<file path="config.mk">
export PLATFORM = sky130hd
export DESIGN_NAME = tcgr_pixel_ser
export DESIGN_NICKNAME = d
export VERILOG_FILES = /design/src/rtl/tcgr_pkg.sv /design/src/rtl/tcgr_pixel_ser.sv
export SDC_FILE = /design/constraint.sdc
export NUM_CORES = 1
export LEC_CHECK = 0
export ABC_AREA = 0
export BUFFER_PORTS_ARGS = -buffer_cell sky130_fd_sc_hd__clkbuf_2
export CAP_MARGIN = 20
export CORE_MARGIN = 3
export CORE_UTILIZATION = 46
export CTS_CLUSTER_SIZE = 8
export DETAILED_ROUTE_END_ITERATION = 8
export PLACE_DENSITY = 0.77
export SLEW_MARGIN = 5
export SYNTH_ARGS = -nofsm -noshare
export SYNTH_HDL_FRONTEND = slang
export SYNTH_SLANG_ARGS = --single-unit
</file>
<file path="constraint.sdc">
create_clock -name clk -period 3.34 [get_ports clk]
set_input_delay 0.334 -clock clk [delete_from_list [all_inputs] [get_ports clk]]
set_output_delay 0.334 -clock clk [all_outputs]
set_load 0.02 [all_outputs]
</file>
<file path="src/rtl/tcgr_pkg.sv">
// types, constants and codes shared by the text cell glyph renderer
// no dependencies; imported by the renderer and the pixel serialiser, not by the ram

package tcgr_pkg;

	// widths fixed by the request and pixel formats
	localparam int OPCODE_W    = 2;
	localparam int LOAD_ADDR_W = 12;
	localparam int COLOR_W     = 32;
	localparam int CHAR_W      = 8;
	localparam int ATTR_W      = 8;
	localparam int ROW_W       = 6;
	localparam int COL_W       = 7;
	localparam int SCAN_W      = 4;
	localparam int GLYPH_W     = 8;
	localparam int PIX_IDX_W   = 3;
	localparam int POS_W       = 10;

	// configuration registers
	localparam int CFG_W     = 5;
	localparam int CFG_IDX_W = 1;
	localparam logic [CFG_IDX_W-1:0] REG_CELL_HEIGHT = 1'b0;
	localparam logic [CFG_IDX_W-1:0] REG_FONT_SEL    = 1'b1;

	// screen and cell limits
	localparam int GLYPH_LINES_DEF     = 16;
	localparam int MAX_ROWS            = 64;
	localparam int MAX_COLUMNS         = 128;
	localparam int DEFAULT_CELL_HEIGHT = 16;
	localparam int HEIGHT_W            = 6;
	localparam int Y_FULL_W            = ROW_W + HEIGHT_W + 1;
	localparam int PALETTE_DEPTH       = 16;
	localparam logic [CFG_W-1:0] CELL_HEIGHT_RST = 5'd16;

	localparam logic [PIX_IDX_W-1:0] PIX_LAST = 3'd7;

	typedef enum logic [OPCODE_W-1:0] {
		OP_LOAD_PRI = 2'd0,
		OP_LOAD_SEC = 2'd1,
		OP_LOAD_PAL = 2'd2,
		OP_RENDER   = 2'd3
	} opcode_e;

	typedef struct packed {
		logic [OPCODE_W-1:0]    opcode;
		logic [LOAD_ADDR_W-1:0] load_address;
		logic [COLOR_W-1:0]     load_value;
		logic [CHAR_W-1:0]      character_code;
		logic [ATTR_W-1:0]      attribute_byte;
		logic [ROW_W-1:0]       cell_row;
		logic [COL_W-1:0]       cell_column;
		logic [SCAN_W-1:0]      scan_line;
	} req_t;

	typedef struct packed {
		logic [COLOR_W-1:0] pixel_color;
		logic [POS_W-1:0]   pixel_x;
		logic [POS_W-1:0]   pixel_y;
		logic               last_pixel;
	} pix_t;

	// one fetched cell line handed to the pixel serialiser
	typedef struct packed {
		logic [GLYPH_W-1:0] bits;
		logic [COLOR_W-1:0] fg;
		logic [COLOR_W-1:0] bg;
		logic [COL_W-1:0]   col;
		logic [POS_W-1:0]   y;
	} ser_load_t;

endpackage

</file>
<file path="src/rtl/tcgr_pixel_ser.sv">
// pixel serialiser: turns one fetched cell line into eight pixels behind an output register
// depends on tcgr_pkg

module tcgr_pixel_ser (
	input  logic                clk,
	input  logic                arst_n,
	input  logic                load_valid,
	input  tcgr_pkg::ser_load_t load,
	output logic                free,
	output logic                pix_valid,
	input  logic                pix_ready,
	output tcgr_pkg::pix_t      pix
);

	import tcgr_pkg::*;

	logic                 active_q;
	logic [PIX_IDX_W-1:0] cnt_q;
	logic [GLYPH_W-1:0]   bits_q;
	logic [COLOR_W-1:0]   fg_q;
	logic [COLOR_W-1:0]   bg_q;
	logic [COL_W-1:0]     col_q;
	logic [POS_W-1:0]     y_q;
	logic                 pix_valid_q;
	pix_t                 pix_q;
	logic                 advance;
	logic                 take;

	// a pixel moves into the output register when it is empty or being drained
	assign advance = active_q && (!pix_valid_q || pix_ready);
	assign free    = !active_q || (advance && cnt_q == PIX_LAST);
	assign take    = load_valid && free;

	always_ff @(posedge clk or negedge arst_n) begin
		if (!arst_n) begin
			active_q    <= 1'b0;
			cnt_q       <= '0;
			pix_valid_q <= 1'b0;
		end else begin
			if (take) begin
				active_q <= 1'b1;
				cnt_q    <= '0;
			end else if (advance) begin
				cnt_q <= cnt_q + 1'b1;
				if (cnt_q == PIX_LAST) begin
					active_q <= 1'b0;
				end
			end
			if (advance) begin
				pix_valid_q <= 1'b1;
			end else if (pix_ready) begin
				pix_valid_q <= 1'b0;
			end
		end
	end

	always_ff @(posedge clk) begin
		if (take) begin
			bits_q <= load.bits;
			fg_q   <= load.fg;
			bg_q   <= load.bg;
			col_q  <= load.col;
			y_q    <= load.y;
		end else if (advance) begin
			bits_q <= {bits_q[GLYPH_W-2:0], 1'b0};
		end
		if (advance) begin
			pix_q.pixel_color <= bits_q[GLYPH_W-1] ? fg_q : bg_q;
			pix_q.pixel_x     <= {col_q, cnt_q};
			pix_q.pixel_y     <= y_q;
			pix_q.last_pixel  <= (cnt_q == PIX_LAST);
		end
	end

	assign pix_valid = pix_valid_q;
	assign pix       = pix_q;

	a_take_starts: assert property (@(posedge clk) disable iff (!arst_n)
		take |=> (active_q && cnt_q == '0))
		else $error("serialiser did not start a new cell line");

	a_no_early_stop: assert property (@(posedge clk) disable iff (!arst_n)
		(advance && cnt_q != PIX_LAST) |=> active_q)
		else $error("serialiser stopped before the eighth pixel");

	a_last_position: assert property (@(posedge clk) disable iff (!arst_n)
		(pix_valid_q && pix_q.last_pixel) |-> (pix_q.pixel_x[PIX_IDX_W-1:0] == PIX_LAST))
		else $error("last pixel flag not on the eighth pixel");

endmodule

</file>
## Yosys cells after proc, flatten, opt, wreduce, memory -nomap -nowiden

Index checks and enable logic that the tools add are counted.

- Magnitude comparators: 0
- Bitwise operators: 0
- Reductions and logical operators: 11
- Divide/modulo/power cells: 0
- Equal/unequal tests: 1
- $mul: 0
- Shift-type cells: 0
- $add $sub $neg: 1
- Mux-type cells: 10

Operators with widths:

| kind | count |
|---|---|
| $mux W32 | 1 |
| $mux W8 | 2 |
| $mux W3 | 2 |
| $reduce_bool A2 Y1 | 3 |
| $mux W1 | 5 |
| $add A3 B1 Y3 const B | 1 |
| $eq A3 B3 Y1 const B | 1 |
| $logic_and A1 B1 Y1 | 3 |
| $logic_not A1 Y1 | 2 |
| $logic_or A1 B1 Y1 | 2 |
| $reduce_and A2 Y1 | 1 |

- ROM bits: 0
- Input bits: 93
- Output and inout port bits: 55
- Memory bits (writable): 0
- Bits in registers: 147
- Word-level logic and storage cells: 35
- Bits in latches: 0
- Memories kept: 0

## Longest topological paths before layout

Gate-level depths: netlist of run 1.

- Depth after elaboration: 8
- Mapped depth: 6
- Mapped depth without buffers: 5

## Least setup slack after synthesis of run 1

No wires, ideal clock.

- Path type: flip-flop to flip-flop
- From: register pix_valid_q, in the netlist pix_valid
- To: register bits_q[0] (enable)
- Library setup time: 0.315 ns
- Data required time: 3.025 ns
- Stages on the path, launching flop included: 4
- Path slack: -0.328 ns
- Arrival: 3.353 ns
- Path buffers: 0
- Period minus slack after synthesis: 3.668 ns
- Cell sequence: dfrtp_1 nor2b_4 nor2_1 or2_2

- Word-level cells in the longest chain between the ends: 7

Ends and longest elaborated chain:

| what | RTL line | text |
|---|---|---|
| start, declared | tcgr_pixel_ser.sv:24 | `logic pix_valid_q;` |
| start signal, assigned | tcgr_pixel_ser.sv:38 | `pix_valid_q <= 1'b0;` |
| start signal, assigned | tcgr_pixel_ser.sv:50 | `pix_valid_q <= 1'b1;` |
| start signal, assigned | tcgr_pixel_ser.sv:52 | `pix_valid_q <= 1'b0;` |
| $logic_not A1 Y1 (*) | tcgr_pixel_ser.sv:30 | `assign advance = active_q && (!pix_valid_q \|\| pix_ready);` |
| $logic_or A1 B1 Y1 (*) | tcgr_pixel_ser.sv:30 |  |
| $logic_and A1 B1 Y1 (*) | tcgr_pixel_ser.sv:30 |  |
| via advance | tcgr_pixel_ser.sv:26 | `logic advance;` |
| $logic_and A1 B1 Y1 | tcgr_pixel_ser.sv:31 | `assign free = !active_q \|\| (advance && cnt_q == PIX_LAST);` |
| $logic_or A1 B1 Y1 | tcgr_pixel_ser.sv:31 |  |
| $logic_and A1 B1 Y1 | tcgr_pixel_ser.sv:32 | `assign take = load_valid && free;` |
| $reduce_bool A2 Y1 (no source line) (*) | -- |  |
| end signal, assigned | tcgr_pixel_ser.sv:59 | `bits_q <= load.bits;` |
| end signal, assigned | tcgr_pixel_ser.sv:65 | `bits_q <= {bits_q[GLYPH_W-2:0], 1'b0};` |
| end, declared | tcgr_pixel_ser.sv:19 | `logic [GLYPH_W-1:0] bits_q;` |

The timed path passes the listed nets; every way through them passes the cells marked *.
A chain may end at the register's enable or synchronous reset.

## Worst setup path after layout of run 1

- From: register cnt_q[0]
- To: register fg_q[10] (enable)

- Word-level cells in the longest chain between the ends: 4

Ends and longest elaborated chain:

| what | RTL line | text |
|---|---|---|
| start, declared | tcgr_pixel_ser.sv:18 | `logic [PIX_IDX_W-1:0] cnt_q;` |
| start signal, assigned | tcgr_pixel_ser.sv:44 | `cnt_q <= cnt_q + 1'b1;` |
| $eq A3 B3 Y1 | tcgr_pixel_ser.sv:31 |  |
| $logic_and A1 B1 Y1 | tcgr_pixel_ser.sv:31 |  |
| $logic_or A1 B1 Y1 | tcgr_pixel_ser.sv:31 |  |
| $logic_and A1 B1 Y1 | tcgr_pixel_ser.sv:32 |  |
| end signal, assigned | tcgr_pixel_ser.sv:60 | `fg_q <= load.fg;` |
| end, declared | tcgr_pixel_ser.sv:20 | `logic [COLOR_W-1:0] fg_q;` |

No other way between the ends.

==> summary.md, run 1 <==
| Metric | Value |
|---|---|
| DRT Pass-1 Iters | `5` |
| Sequential area share after synthesis | `87.20%` |
| CP Launch Type | `register` |
| Dpl hpwl | `6024 um` |
| PwrDens | `about 620 nW/um^2` |
| Setup TNS | `0 ps` |
| Root Driver | `clkbuf_8` |
| Cell Area, Synth | `slightly above 5000 um^2` |
| Clock share of power | `about a third` |
| Reg power frac | `51.8%` |
| Hold WC Path Type | `input port to register` |
| Leakage power | `2.815 nW` |
| Remaining global-route overflow | `0` |
| ANT cells | `0` |
| Clock Latency Late Sink | `approximately 500 ps` |
| Final GP Congestion | `about 0.79` |
| NumNets Final | `548` |
| DIE HEIGHT | `110.6 um` |
| ANT nets after route | `0` |
| DRC Markers | `0` |
| Place WS | `roughly 980 ps` |
| Vias | `2,838` |
| VDD IR-drop max | `312.6 uV` |
| Vias in the first global route | `between 3k and 4k` |
| Starting Density | `~48%` |
| Initial antenna violation count | `0` |
| Share of cells above drive strength 1 | `47.53%` |
| Family with the most delay on the worst path | `compound AO/OA/AOI/OAI gates` |
| Die width | `between 100 and 150 um` |
| Number of H-tree levels | `4` |
| Post-synth top area cell | `edfxtp_1` |
| Synth top area share | `between 80 and 90%` |
| CTS tree | `done` |
| Gr usage total | `16.81%` |
| CP max-delay cell | `o22ai_4` |
| Sw Share | `23.45%` |
| Worst-Margin Slew | `between 700 and 800 ps` |
| Clock slew at reported path FFs | `60 ps` |
| Full die area | `12,230 um^2` |
| Unrepaired setup endpoints after global routing | `no` |
| Non-filler instance count after layout | `between 600 and 700` |
| Final core occ | `between 60 and 70%` |
| CTS Sinks | `about 150` |
| Fillers | `around 700` |
| Combinational group share of total power | `13.4%` |
| I/O pin count | `about 150` |
| Most area-consuming cells after synthesis | `edfxtp_1, mux2_2, dfrtp_1` |
| Synthesized area per cell | `23.52 um^2` |
| Clock buffer depth | `2` |
| CP Class | `register to register` |
| Synth warnings | `0` |
| Core footprint | `10,460 um^2` |
| CP Buf/Inv Count | `1` |
| Tmin final | `between 2000 and 2500 ps` |
| CTS buffer count | `17` |
| Final worst slack | `between 1000 and 1500 ps` |
| CP cell instances | `ha_1, ha_1, nand2_1, o22ai_4, buf_4` |
| Final worst-path cycle share | `between 60 and 70%` |
| Max transition margin | `47.40%` |
| Net switching power | `1.046 mW` |
| Port Buffers | `~150` |
| Int Pwr | `roughly 3.4 mW` |
| Layout Cell Area excl Fill | `7191 um^2` |
| F_max | `433.5 MHz` |
| Final setup fails | `0` |
| Post-synthesis register bit count | `147` |
| Dpl cells | `around 500` |
| Slowest cell delay on critical path | `about 580 ps` |
| Largest net degree at the start of global routing | `41` |
| First-pass GRT wire length | `15,610 um` |
| Row cnt | `37` |
| Final WL | `9982 um` |
| Status | `complete, no violations` |
| Syn_nets | `309` |
| Skew final | `8.930 ps` |
| Resize count post-CTS | `0` |
| Max Cap Viol | `0` |
| Synth unique cells | `24` |
| CP most frequent cell | `ha_1` |
| Slew Viols, Final | `0` |
| Cell area after placement | `5959 um^2` |
| WL/cell | `16.61 um` |
| Critical path arrival | `2460 ps` |
| 1st-iter DRT viols | `178` |
| WP data required | `3490 ps` |
| Mapped Cells | `214` |
| Via/cell ratio | `4.722` |
| CP max FO | `34` |
| Critical Path End Type | `register` |
| Layout area overhead | `42.85%` |
| Endpoints failing hold | `0` |
[synth_stat cells]
cell      number
mux2_1         2
buf_6          1
buf_2          3
nor2_1         1
mux2_2        33
o22ai_4        1
clkbuf_1       1
nand3_1        2
ha_1           2
or2_2          1
a21o_2         1
inv_1          1
edfxtp_1     142
and2_1         1
nand2_1        3
or2b_1         1
dfrtp_1        5
nor2b_4        1
a21oi_2        1
a21oi_1        2
or3_1          1
o21ai_0        3
inv_2          1
mux2_4         4
[worst paths after layout]
| check | from | slack (ps) | depth (start not counted) | endpoint |
|---|---|---|---|---|
| hold reg to reg | y_q[5] | 420 | 0 | pix[6] |
| min in group asynchronous | arst_n | 170 | 2 | pix_valid |
| max in group asynchronous | arst_n | 3030 | 2 | cnt_q[0] |
| setup / recovery | cnt_q[0] | 1030 | 5 | fg_q[10] |
| setup reg to reg | cnt_q[0] | 1030 | 5 | fg_q[10] |
| hold / removal | load[28] | 30 | 1 | bg_q[11] |
[cells in the final DEF (no fill, tap or decap), types with 2 or more instances in the layout]
cell type and count:
dlygate4sd3_1 74, nand3_1 2, clkbuf_1 2, edfxtp_1 142, mux2_2 33, mux2_1 2
nand2_1 3, clkinvlp_4 2, clkbuf_2 147, clkinv_4 2, buf_4 3, mux2_4 4
clkbuf_16 16, a21oi_1 2, clkinv_2 5, clkinv_1 3, o21ai_0 3, dfrtp_1 5
ha_1 2
[flip-flops by register name, indices dropped and copies added (netlist names)]
signal	count
pix	53
bg_q	32
fg_q	32
y_q	10
bits_q	8
col_q	7
cnt_q	3
active_q	1
pix_valid	1
[routing by layer]
metal / up-vias / track usage [%] / part of all wire, %
li1: 1330 / - / -
met1: 1392 / 20.13 / 39
met2: 102 / 27.71 / 55
met3: 14 / 5.151 / 4.8
met4: 0 / 8.210 / 1.7
met5: - / 0 / 0
[power by group through the flow]
| stage | Clock (mW) | Combinational (mW) | Sequential (mW) |
|---|---|---|---|
| 4_1_cts | 1.59 | 0.594 | 2.31 |
| 2_1_floorplan | 0 | 0.227 | 2.44 |
| 5_1_grt | 1.68 | 0.644 | 2.33 |
| 6_report | 1.55 | 0.596 | 2.31 |
| 3_3_place_gp | 0 | 0.521 | 2.34 |
| 3_5_place_dp | 0 | 0.532 | 2.35 |
[stage by stage]
stage / hold slack [ps] / power [mW]
final: 27.89 / 4.462
after global routing: -5.478 / 4.651
after CTS: 0.2569 / 4.493
after detailed placement: 158.8 / 2.880
after global placement: 155.9 / 2.860
after floorplan: 38.41 / 2.671
[cell type report]
class | count | area, um^2 | share of cell area (%)
timing repair buffer | 225 | 1519 | 21.12
multi-input combinational | 60 | 614.3 | 8.544
sequential | 147 | 4389 | 61.04
clock buffer | 19 | 421.7 | 5.864
inverter | 2 | 7.507 | 0.1044
clock inverter | 12 | 68.82 | 0.9570
tap | 136 | 170.2 | 2.366
[kinds of logic (layout without fill, tap and decap cells)]
kind of cell | count (synthesis) | count (layout) | share of synthesized area, %
compound gates | 8 | 8 | 1.243
buf+inv | 7 | 258 | 0.7454
simple gates | 11 | 11 | 1.293
flops | 147 | 147 | 87.20
fa+ha+maj | 2 | 2 | 0.4971
mux | 39 | 39 | 9.023
[timing repair]
action | CTS | global route
buffers inserted | 0 | 0
hold endpoints to repair | 69 | 9
endpoints found under the setup margin | 0 | 0
hold buffers | 65 | 9
Note: power is estimated with default switching activity, not from simulation.
==> run 2: changes to the inputs <==
- clock period: 3.34 -> 2.1 ns (I/O delays scaled with it)
==> summary.md, run 2 (same netlist as run 1, synthesis figures left out) <==
| Metric | Value |
|---|---|
| Critical path arrival | `1700 ps (-760 ps)` |
| Slew Viols, Final | `0 (unchanged)` |
| CP Class | `register to primary output` |
| Status | `complete, no violations` |
| CP max FO | `4 (-88%)` |
| Final WL | `10,310 um (+3.3%)` |
| Tmin final | `1906 ps` |
| DRC Markers | `0 (unchanged)` |
| Place WS | `79.11 ps (-903.7 ps)` |
| Full die area | `12,230 um^2 (unchanged)` |
| Core footprint | `10,460 um^2 (unchanged)` |
| CTS buffer count | `17 (unchanged)` |
| VDD IR-drop max | `511.9 uV (+64%)` |
| Commonest non-fill, non-tap cell in the layout | `clkbuf_2` |
| Endpoints failing hold | `0 (unchanged)` |
| ANT cells | `0 (unchanged)` |
| Starting Density | `48.11% (unchanged)` |
| DRT Pass-1 Iters | `6 (+1)` |
| Setup Buffers After CTS | `0 (unchanged)` |
| Final worst-path cycle share | `90.76%` |
| Largest net degree at the start of global routing | `51 (+24%)` |
| Clock buffer depth | `2 (unchanged)` |
| Setup TNS | `0 ps (unchanged)` |
| Vias | `2,899 (+2.1%)` |
| Leakage power | `2.926 nW (+3.9%)` |
| Most frequent cells in the layout | `clkbuf_2, edfxtp_1, dlygate4sd3_1` |
| Non-filler instance count after layout | `619 (+3.0%)` |
| Layout area overhead | `47.90%` |
| Final GP Congestion | `0.7374 (-6.3%)` |
| Row cnt | `37 (unchanged)` |
| Reg2reg start | `cnt_q[0]` |
| DIE HEIGHT | `110.6 um (unchanged)` |
| CTS tree | `done` |
| Skew final | `8.915 ps (-0.01477 ps)` |
| NumNets Final | `566 (+3.3%)` |
| WP data required | `1890 ps (-1600 ps)` |
| Final core occ | `71.16% (+2.4 points)` |
| Final worst slack | `194.0 ps (-839.1 ps)` |
| F_max | `between 500 and 600 MHz` |
| Clock slew at reported path FFs | `60 ps (about the same)` |
| WL/cell | `16.66 um (+0.30%)` |
| Dpl hpwl | `5891 um (-2.2%)` |
| Number of H-tree levels | `4 (unchanged)` |
| Hold WC Path Type | `input port to asynchronous set/reset pin` |
| Remaining global-route overflow | `0 (unchanged)` |
| Dpl cells | `497 (+0.20%)` |
| Largest register FFs | `53 (unchanged)` |
| PwrDens | `1008 nW/um^2 (+62%)` |
| Max transition margin | `68.19% (+21 points)` |
| ANT nets after route | `0 (unchanged)` |
| Worst-Margin Slew | `477.2 ps (-311.9 ps)` |
| I/O pin count | `148 (unchanged)` |
| Port Buffers | `147 (unchanged)` |
| Initial antenna violation count | `0 (unchanged)` |
| First-pass GRT wire length | `16,440 um (+5.3%)` |
| 1st-iter DRT viols | `106 (-40%)` |
| Fin Hold WS | `47.67 ps (+19.78 ps)` |
| CTS Sinks | `147 (unchanged)` |
| Unrepaired setup endpoints after global routing | `no` |
| Share of cells above drive strength 1 | `45.96% (-1.6 points)` |
| Die width | `110.6 um (unchanged)` |
| CP Launch Type | `register` |
| Critical Path End Type | `primary output` |
| Worst Setup SP | `cnt_q[0]` |
| Vias in the first global route | `3,139 (+4.1%)` |
| Final setup fails | `0 (unchanged)` |
| Max Cap Viol | `0 (unchanged)` |
| Clock Latency Late Sink | `510 ps (about the same)` |
| Root Driver | `clkbuf_8` |
| Via/cell ratio | `4.683 (-0.82%)` |
| Gr usage total | `17.79% (+0.98 points)` |
==> run 2: cell count changes in the layout (fill, tap and decap cells not counted), sizes merged <==
| cell | delta |
|---|---|
| clkinv | -3 |
| clkinvlp | -1 |
| clkbuf | +1 |
| bufinv | +3 |
| buf | +1 |
| dlygate4sd3 | +17 |
==> run 2: metal layers <==
layer  global-route usage, %  up-vias  share of wire [%]  wire length [um]
met5                       0        -                  0                 0
met4                   9.113        0                3.0               305
met3                   5.151       27                5.1               525
met2                   31.11      110                 54              5610
met1                   19.68     1400                 38              3871
li1                        -     1362                  -                 -
==> run 2: worst paths after layout <==
kind | to | slack [ps] | cells after the start
min in group clk | pix_valid | 90 | 3
max reg2reg | bg_q[3] | 200 | 5
max in group asynchronous | cnt_q[0] | 1910 | 2
min reg2reg | pix[9] | 420 | 0
max | free | 190 | 4
min | pix_valid | 50 | 2
==> run 2: cell type report <==
class	count	area, um^2
clock inverter	11	137.6
inverter	2	7.507
clock buffer	20	425.4
multi-input combinational	60	614.3
timing repair buffer	243	1700
tap	136	170.2
sequential	147	4389
fill	643	3018
==> run 2: worst max-delay path, cell delays in order (launching register included) <==
cell	delay [ps]
dfrtp_1	400
ha_1	200
ha_1	210
a21o_2	220
clkbuf_2	160
==> run 2: stage by stage <==
step	total power, mW	area (um^2)
global placement	4.548	5967
detailed placement	4.585	5967
finish	7.507	7445
floorplan	4.248	5041
global route	7.815	7445
CTS	7.574	7441
==> run 2: power breakdown <==
part	switching, mW	leakage (nW)	total (mW)	internal, mW
clock network	1.06	0.274	2.85	1.79
logic	0.528	1.27	0.981	0.453
registers	0.0954	1.38	3.68	3.58
total	1.68	2.93	7.51	5.83
==> run 2: repair_timing <==
action                                 CTS  global route
resized for setup                        0             1
setup endpoints to repair                0            34
hold buffers                            91             0
endpoints found under the hold margin   95             0
